$ cat config.mk
export PLATFORM = sky130hd
export DESIGN_NAME = olr_ctrl
export DESIGN_NICKNAME = d
export VERILOG_FILES = /design/src/rtl/olr_pkg.sv /design/src/rtl/olr_ctrl.sv
export SDC_FILE = /design/constraint.sdc
export NUM_CORES = 1
export LEC_CHECK = 0
export CAP_MARGIN = 20
export CORE_AREA = 3 3 40 42
export CTS_CLUSTER_SIZE = 30
export DETAILED_ROUTE_END_ITERATION = 12
export DIE_AREA = 0 0 43 45
export DONT_BUFFER_PORTS = 1
export PLACE_DENSITY = 0.3
export SLEW_MARGIN = 15
export SYNTH_ARGS = -nofsm -noshare
export SYNTH_HDL_FRONTEND = slang
export SYNTH_SLANG_ARGS = --single-unit
export TNS_END_PERCENT = 50
$ cat constraint.sdc
create_clock -name clk_i -period 1.6 [get_ports clk_i]
set_input_delay 0.4 -clock clk_i [delete_from_list [all_inputs] [get_ports clk_i]]
set_output_delay 0.4 -clock clk_i [all_outputs]
set_load 0.02 [all_outputs]
$ cat src/rtl/olr_pkg.sv
// Shared types and constants for the overwriting log ring.
`default_nettype none

package olr_pkg;

  localparam int unsigned RingDepthDef  = 4096;
  localparam int unsigned MaxRequestDef = 64;

  // Fixed port field widths
  localparam int unsigned OpW     = 2;
  localparam int unsigned ByteW   = 8;
  localparam int unsigned LenW    = 7;
  localparam int unsigned CursorW = 12;
  localparam int unsigned CountW  = 6;
  localparam int unsigned FillW   = 12;

  typedef enum logic [OpW-1:0] {
    OP_APPEND = 2'd0,
    OP_READ   = 2'd1,
    OP_DRAIN  = 2'd2,
    OP_STATUS = 2'd3
  } op_e;

  typedef enum logic [1:0] {
    ST_IDLE,
    ST_SETUP,
    ST_RUN
  } state_e;

  // Controller to datapath
  typedef struct packed {
    logic append;      // write ch into the ring this cycle if ch is nonzero
    logic accept_req;  // latch a read, drain or status request
    logic load_run;    // size the run and load its counters
    logic issue;       // read one entry and send one result
  } cmd_t;

  // Datapath to controller
  typedef struct packed {
    logic run_last;    // the entry issued this cycle ends the run
  } stat_t;

endpackage

`default_nettype wire

$ cat src/rtl/olr_ctrl.sv
// Request sequencer for the overwriting log ring.
`default_nettype none

module olr_ctrl (
  input  wire logic                         clk_i,
  input  wire logic                         rst_ni,
  input  wire logic                         start_i,
  input  wire logic [olr_pkg::OpW-1:0]      op_i,
  input  wire olr_pkg::stat_t               stat_i,
  output olr_pkg::cmd_t                     cmd_o,
  output logic                              busy_o
);

  olr_pkg::state_e state_q, state_d;
  logic            accept;
  logic            is_append;

  assign is_append = (olr_pkg::op_e'(op_i) == olr_pkg::OP_APPEND);
  assign accept    = start_i && (state_q == olr_pkg::ST_IDLE);

  always_ff @(posedge clk_i or negedge rst_ni) begin
    if (!rst_ni) begin
      state_q <= olr_pkg::ST_IDLE;
    end else begin
      state_q <= state_d;
    end
  end

  always_comb begin
    state_d = state_q;
    case (state_q)
      olr_pkg::ST_IDLE: begin
        if (accept && !is_append) begin
          state_d = olr_pkg::ST_SETUP;
        end
      end
      olr_pkg::ST_SETUP: begin
        state_d = olr_pkg::ST_RUN;
      end
      olr_pkg::ST_RUN: begin
        if (stat_i.run_last) begin
          state_d = olr_pkg::ST_IDLE;
        end
      end
      default: begin
        state_d = olr_pkg::ST_IDLE;
      end
    endcase
  end

  always_comb begin
    cmd_o            = '0;
    busy_o           = 1'b1;
    case (state_q)
      olr_pkg::ST_IDLE: begin
        busy_o           = 1'b0;
        cmd_o.append     = accept && is_append;
        cmd_o.accept_req = accept && !is_append;
      end
      olr_pkg::ST_SETUP: begin
        cmd_o.load_run = 1'b1;
      end
      olr_pkg::ST_RUN: begin
        cmd_o.issue = 1'b1;
      end
      default: begin
        busy_o = 1'b1;
      end
    endcase
  end

endmodule

`default_nettype wire

# Yosys cells after proc, flatten, opt, wreduce, memory -nomap -nowiden
# Index checks and enable logic that the tools add are counted.
[classes]
n_eq_ne = 4
muxes = 7
n_reduce_logical = 7
[op_table]
columns = ["op", "n"]
rows = [
  ["$mux 2", 3],
  ["$pmux 2 s3", 1],
  ["$logic_not 2->1", 2],
  ["$logic_and 1x1->1", 3],
  ["$mux 1", 3],
  ["$eq 2x1->1 const B", 1],
  ["$eq 2x2->1 const B", 1],
  ["$ne 2x1->1 const B", 1],
  ["$ne 2x2->1 const B", 1],
  ["$reduce_and 2->1", 1],
  ["$logic_not 1->1", 1],
]
[totals]
ff_bits = 2
input_bits = 6
word_cells = 19

# Logic depth before layout (Yosys ltp)
# Gate-level depths: netlist of run 1.
[depth]
ltp_word = 5
mapped_depth = 2
mapped_depth_nobuf = 2

# Least setup slack after synthesis of run 1
# Ideal clock, no wire load.
[synth_timing]
path_type = "input to output"
startpoint = "input start_i"
endpoint = "output cmd_o[2] in the netlist's numbering"
t_arrival_ns = 1.067
t_required_ns = 1.200
slack_ns = 0.133
path_stages = 2
path_buffers = 0
cell_sequence = "or3b_4 nor2_1"
[synth_rtl]
columns = ["item", "line", "text"]
rows = [
  ["start, declared", "olr_ctrl.sv:7", "input wire logic start_i,"],
  ["end, declared", "olr_ctrl.sv:10", "output olr_pkg::cmd_t cmd_o,"],
]

==> results of run 1 <==
## cells in the mapped netlist
| library cell | instances |
|---|---|
| a21o_1 | 1 |
| and2b_1 | 1 |
| buf_4 | 1 |
| dfrtp_1 | 2 |
| inv_1 | 1 |
| nor2_1 | 3 |
| nor2b_1 | 1 |
| nor3_2 | 1 |
| or2_1 | 1 |
| or3b_4 | 1 |
## metal layers
metal / wire [µm] / up-vias
met2: 78 / 11
met5: 0 / -
met3: 66 / 0
met1: 159 / 47
met4: 0 / 0
li1: - / 54
## cell families (layout without fill, tap and decap cells)
family,count (synthesis),count (layout)
AND/OR/NAND/NOR,8,8
flip-flops,2,2
buffers and inverters,2,9
AO/OA/AOI/OAI,1,1
## power by group through the flow
| stage | registers [mW] | logic [mW] | clock network (mW) |
|---|---|---|---|
| 5_1_grt | 0.0708 | 0.125 | 0.124 |
| 3_3_place_gp | 0.0724 | 0.0892 | 0 |
| 2_1_floorplan | 0.0701 | 0.0807 | 0 |
| 6_report | 0.0689 | 0.116 | 0.111 |
| 3_5_place_dp | 0.0731 | 0.0901 | 0 |
| 4_1_cts | 0.0688 | 0.113 | 0.119 |
## per-stage QoR
stage / instance area (µm²) / power (mW) / utilization, % / setup TNS, ns / worst slack, ns
6_report: 205 / 0.295 / 16.0 / -0.134 / -0.0683
5_1_grt: 205 / 0.319 / 16.0 / -0.259 / -0.132
4_1_cts: 195 / 0.300 / 15.2 / -0.140 / -0.0801
3_5_place_dp: 148 / 0.163 / 11.5 / 0 / 0.144
3_3_place_gp: 148 / 0.162 / 11.5 / 0 / 0.153
2_1_floorplan: 121 / 0.151 / - / 0 / 0.133
## final timing paths
kind	from	end	slack, ns	cells after the start
setup / recovery	state_q[0]$_DFFE_PN0P_	cmd_o[2]	-0.07	3
hold / removal	op_i[0]	state_q[0]$_DFFE_PN0P_	0.35	2
setup reg to reg	state_q[1]$_DFFE_PN0P_	state_q[1]$_DFFE_PN0P_	0.50	3
hold reg to reg	state_q[0]$_DFFE_PN0P_	state_q[0]$_DFFE_PN0P_	0.57	2
max in group asynchronous	rst_ni	state_q[0]$_DFFE_PN0P_	1.05	1
min in group asynchronous	rst_ni	state_q[1]$_DFFE_PN0P_	0.42	1
## critical path: stages, from the launching register on
cell     delay, ns
dfrtp_1       0.37
or3b_4        0.42
nor2_1        0.11
buf_4         0.15
## timing repair
action                                 CTS  global route
gates resized for setup                  0             2
buffers inserted                         2             0
setup endpoints to repair                2             2
hold buffers                             1             0
endpoints found under the hold margin    2             0
## cells in the final DEF (no fill, tap or decap)
master | netlist | final
nor2_1 | 3 | 3
clkbuf_4 | 0 | 3
buf_4 | 1 | 3
dfrtp_1 | 2 | 2
or2_1 | 1 | 1
or3b_4 | 1 | 1
nor2b_1 | 1 | 1
and2b_1 | 1 | 1
nor3_4 | 0 | 1
inv_1 | 1 | 1
a21o_1 | 1 | 1
dlygate4sd3_1 | 0 | 1
buf_6 | 0 | 1
## final cells by class
class,instances,area [µm²]
Fill cell,148,1080
Multi-Input combinational cell,9,66.3
Sequential cell,2,50.0
Timing Repair Buffer,5,43.8
Clock buffer,3,22.5
Tap cell,15,18.8
Inverter,1,3.75
==> flow_metrics.env, run 1 <==
export IMPL_hold_viol=0
export IMPL_min_period_ns=1.67
export IMPL_fin_skew_ns=0.00179
export IMPL_synth_compound_area_share_pct=6.19
export IMPL_critPathCaptureType="primary output"
export IMPL_drt_wl_total_um=304
export IMPL_synth_top_cell_area_share_pct=41.2
export IMPL_cts_max_level=1
export IMPL_timing_hold_ws_ns=0.354
export IMPL_cts_sinks=2
export IMPL_grt_max_degree=4
export IMPL_rows=13
export IMPL_grt_use_met2_pct=3.89
export IMPL_synth_mux_area_fraction_pct=0
export IMPL_antenna_found_initial=0
export IMPL_start_util_pct=9.44
export IMPL_yosys_cell_types_count=10
export IMPL_hold_path_class="in -> reg"
export IMPL_relSlewSlack_pct=68.3
export IMPL_port_buffers=0
export IMPL_fp_dieH_um=45
export IMPL_setup_viol=2
export IMPL_violations="setup timing"
export IMPL_cap_violations=0
export IMPL_clk_path_buf_depth=2
export IMPL_clk_latency_ns=0.22
export IMPL_peakVddDrop_uv=411
export IMPL_status="finished, violations left"
export IMPL_cts_buffers=3
export IMPL_grt_usage_pct=4.75
export IMPL_comb_power_share_pct=39.2
export IMPL_cts_tree="yes"
export IMPL_use_met1_pct=5.06
export IMPL_synth_top_cells_by_area="dfrtp_1, nor2_1, or3b_4, nor3_2, a21o_1"
export IMPL_fmax_mhz=599
export IMPL_dieWidth_um=43
export IMPL_p_sw_share_pct=34.4
export IMPL_busiest_layer="met3"
export IMPL_leakagePower_nw=0.108
export IMPL_sequentialPowerShare_pct=23.3
export IMPL_root_buffer="clkbuf_4"
export IMPL_met3_usage_pct=5.58
export IMPL_finalCritPeriodShare_pct=104
export IMPL_dp_hpwl_um=229
export IMPL_clk_pin_slew_worst_paths_ns=0.03
export IMPL_path_class="reg -> out"
export IMPL_core_um2=1280
export IMPL_top_register="state_q"
export IMPL_drt_initial_drc_count=1
export IMPL_synth_nets=19
export IMPL_synth_top_family_by_area="simple AND/OR/NAND/NOR gates"
export IMPL_via_per_inst=3.20
export IMPL_reg_top3="state_q x2"
export IMPL_grt_pass1_wl_um=565
export IMPL_n_antenna_cell=0
export IMPL_synth_xor_area_share_pct=0
export IMPL_area_growth_syn_to_layout_pct=69.1
export IMPL_fin_cells=35
export IMPL_critPathRequiredTime_ns=1.20
export IMPL_ys_ff_latch=2
export IMPL_p_clk_share_pct=37.4
export IMPL_worst_slew_pin_slew_ns=0.474
export IMPL_drv_slew=0
export IMPL_drive_gt1_share_pct=45.0
export IMPL_gp_congestion=0.608
export IMPL_switching_power_uw=102
export IMPL_die_area_um2=1940
export IMPL_rsz0062_at_grt="true"
export IMPL_synth_adder_area_share_pct=0
export IMPL_fin_nets=28
export IMPL_ys_warnings_count=0
export IMPL_drt_pass1_iter_count=2
export IMPL_intPower_uw=194
export IMPL_vias=112
export IMPL_synth_top_area_cell="dfrtp_1"
export IMPL_cp_start_kind="flip-flop"
export IMPL_io_pins=11
export IMPL_largest_register_ff_count=2
export IMPL_antenna_left=0
export IMPL_place_inst=29
export IMPL_ys_seq_area_share_pct=41.2
export IMPL_grt_pass1_vias=145
export IMPL_arrival_ns=1.27
export IMPL_syn_area_um2=121
export IMPL_synth_area_per_cell_um2=9.34
export IMPL_p_per_area_nw_per_um2=1440
export IMPL_setup_slack_ns=-0.0683
export IMPL_wire_per_inst_um=8.69
export IMPL_drc_errors=0
export IMPL_yosys_area_share_simple_pct=43.3
export IMPL_crit_path_max_fanout=3
export IMPL_synthCells=13
export IMPL_overflow=0
Note: power is estimated with default switching activity, not from simulation.
==> run 2, diff against run 1 <==
--- a/config.mk
+++ b/config.mk
@@ -12,8 +12,6 @@
 export DIE_AREA = 0 0 43 45
 export DONT_BUFFER_PORTS = 1
 export PLACE_DENSITY = 0.3
-export SLEW_MARGIN = 15
 export SYNTH_ARGS = -nofsm -noshare
 export SYNTH_HDL_FRONTEND = slang
 export SYNTH_SLANG_ARGS = --single-unit
-export TNS_END_PERCENT = 50
==> run 2 against run 1 <==
Against the previous run:
- the run still ends with setup timing left
- routed wire length stayed put
- sequential share of layout area stayed put
- fmax stayed put
- core utilization stayed put
- first-iteration DRC count stayed put
- worst setup slack stayed put
- count of clock-buffer cells in the layout stayed put
- highest routed layer unchanged
==> flow_metrics.env, run 2 (same netlist as run 1, synthesis figures left out) <==
export IMPL_status="finished, violations left"
export IMPL_violations="setup timing"
export IMPL_rsz0062_at_grt="true"
export IMPL_fp_dieH_um=45
export IMPL_port_buffers=0
export IMPL_path_class="reg -> out"
export IMPL_cts_buffers=3
export IMPL_fill_cells=148
export IMPL_worst_slew_pin_slew_ns=0.474
export IMPL_antenna_found_initial=0
export IMPL_clk_pin_slew_worst_paths_ns=0.03
export IMPL_cts_tree="yes"
export IMPL_largest_register_ff_count=2
export IMPL_final_cell_mix="nor2_1, clkbuf_4, buf_4, dfrtp_1"
export IMPL_drt_initial_drc_count=1
export IMPL_cp_start_kind="flip-flop"
export IMPL_relSlewSlack_pct=68.3
export IMPL_cts_sinks=2
export IMPL_via_per_inst=3.20
export IMPL_wire_per_inst_um=8.69
export IMPL_grt_max_degree=4
export IMPL_p_per_area_nw_per_um2=1440
export IMPL_drv_slew=0
export IMPL_peakVddDrop_uv=411
export IMPL_grt_usage_pct=4.75
export IMPL_dieWidth_um=43
export IMPL_hold_path_class="in -> reg"
export IMPL_reg2reg_from="state_q[1]$_DFFE_PN0P_"
export IMPL_vias=112
export IMPL_fmax_mhz=599
export IMPL_clk_latency_ns=0.22
export IMPL_leakagePower_nw=0.108
export IMPL_setup_viol=2
export IMPL_fin_nets=28
export IMPL_dp_slack_ns=0.144
export IMPL_timing_hold_ws_ns=0.354
export IMPL_n_antenna_cell=0
export IMPL_dp_hpwl_um=229
export IMPL_io_pins=11
export IMPL_overflow=0
export IMPL_critPathRequiredTime_ns=1.20
export IMPL_critPathCaptureType="primary output"
export IMPL_reg_top3="state_q x2"
export IMPL_drt_wl_total_um=304
export IMPL_rows=13
export IMPL_grt_pass1_vias=145
export IMPL_clk_path_buf_depth=2
export IMPL_crit_path_start="state_q[0]$_DFFE_PN0P_"
export IMPL_grt_pass1_wl_um=565
export IMPL_cts_max_level=1
export IMPL_finalCritPeriodShare_pct=104
export IMPL_hold_viol=0
export IMPL_setup_slack_ns=-0.0683
export IMPL_arrival_ns=1.27
export IMPL_top_register="state_q"
export IMPL_antenna_left=0
export IMPL_area_growth_syn_to_layout_pct=69.1
export IMPL_die_area_um2=1940
export IMPL_min_from="op_i[0]"
export IMPL_crit_path_max_fanout=3
export IMPL_drive_gt1_share_pct=45.0
export IMPL_start_util_pct=9.44
export IMPL_fin_skew_ns=0.00179
export IMPL_final_core_util_pct=16.0
export IMPL_cap_violations=0
export IMPL_drt_pass1_iter_count=2
export IMPL_gp_congestion=0.608
export IMPL_min_period_ns=1.67
export IMPL_drc_errors=0
export IMPL_root_buffer="clkbuf_4"
export IMPL_core_um2=1280
-- run 2: cell counts in the layout (fill, tap and decap cells not counted) --
Identical to the previous run, type by type.
-- run 2: final cells by class --
| type | count | area (µm²) | share of cell area (%) |
|---|---|---|---|
| Clock buffer | 3 | 22.5 | 11.0 |
| Inverter | 1 | 3.75 | 1.83 |
| Multi-Input combinational cell | 9 | 66.3 | 32.3 |
| Sequential cell | 2 | 50.0 | 24.4 |
| Tap cell | 15 | 18.8 | 9.15 |
| Timing Repair Buffer | 5 | 43.8 | 21.3 |
-- run 2: where the power goes --
group	total, mW	switching [mW]	internal [mW]
clock	0.111	0.0279	0.0827
combinational	0.116	0.0672	0.0487
sequential	0.0689	0.00646	0.0624
-- run 2: worst paths after layout --
| kind | cells past startpoint | slack (ns) | to |
|---|---|---|---|
| worst max-delay path | 3 | -0.07 | cmd_o[2] |
| worst min-delay path | 2 | 0.35 | state_q[0]$_DFFE_PN0P_ |
| worst max register to register | 3 | 0.50 | state_q[1]$_DFFE_PN0P_ |
| worst min register to register | 2 | 0.57 | state_q[0]$_DFFE_PN0P_ |
| max in group asynchronous | 1 | 1.05 | state_q[0]$_DFFE_PN0P_ |
| min in group asynchronous | 1 | 0.42 | state_q[1]$_DFFE_PN0P_ |
-- run 2: per-stage QoR --
step | instance area [µm²] | cells | setup TNS (ns) | power (mW)
after global placement | 148 | 29 | 0 | 0.162
after CTS | 195 | 35 | -0.140 | 0.300
final | 205 | 35 | -0.134 | 0.295
after global routing | 205 | 35 | -0.259 | 0.319
after detailed placement | 148 | 29 | 0 | 0.163
after floorplan | 121 | 13 | 0 | 0.151
-- run 2: what timing repair did --
action / CTS / global route
hold endpoints to repair: 2 / 0
pin swaps: 0 / 0
hold buffers: 1 / 0
resized for setup: 0 / 2
buffers inserted: 2 / 0
setup endpoints to repair: 2 / 2
-- run 2: critical path: stages (launching register included) --
cell and delay [ns]:
dfrtp_1 0.37, or3b_4 0.42, nor2_1 0.11, buf_4 0.15
-- run 2: layer usage --
metal	global-route usage (%)	wire, µm	part of all wire [%]	vias to the layer above
li1	-	-	-	54
met1	5.06	159	52	47
met2	3.89	78	26	11
met3	5.58	66	22	0
met4	5.42	0	0	0
met5	0	0	0	-
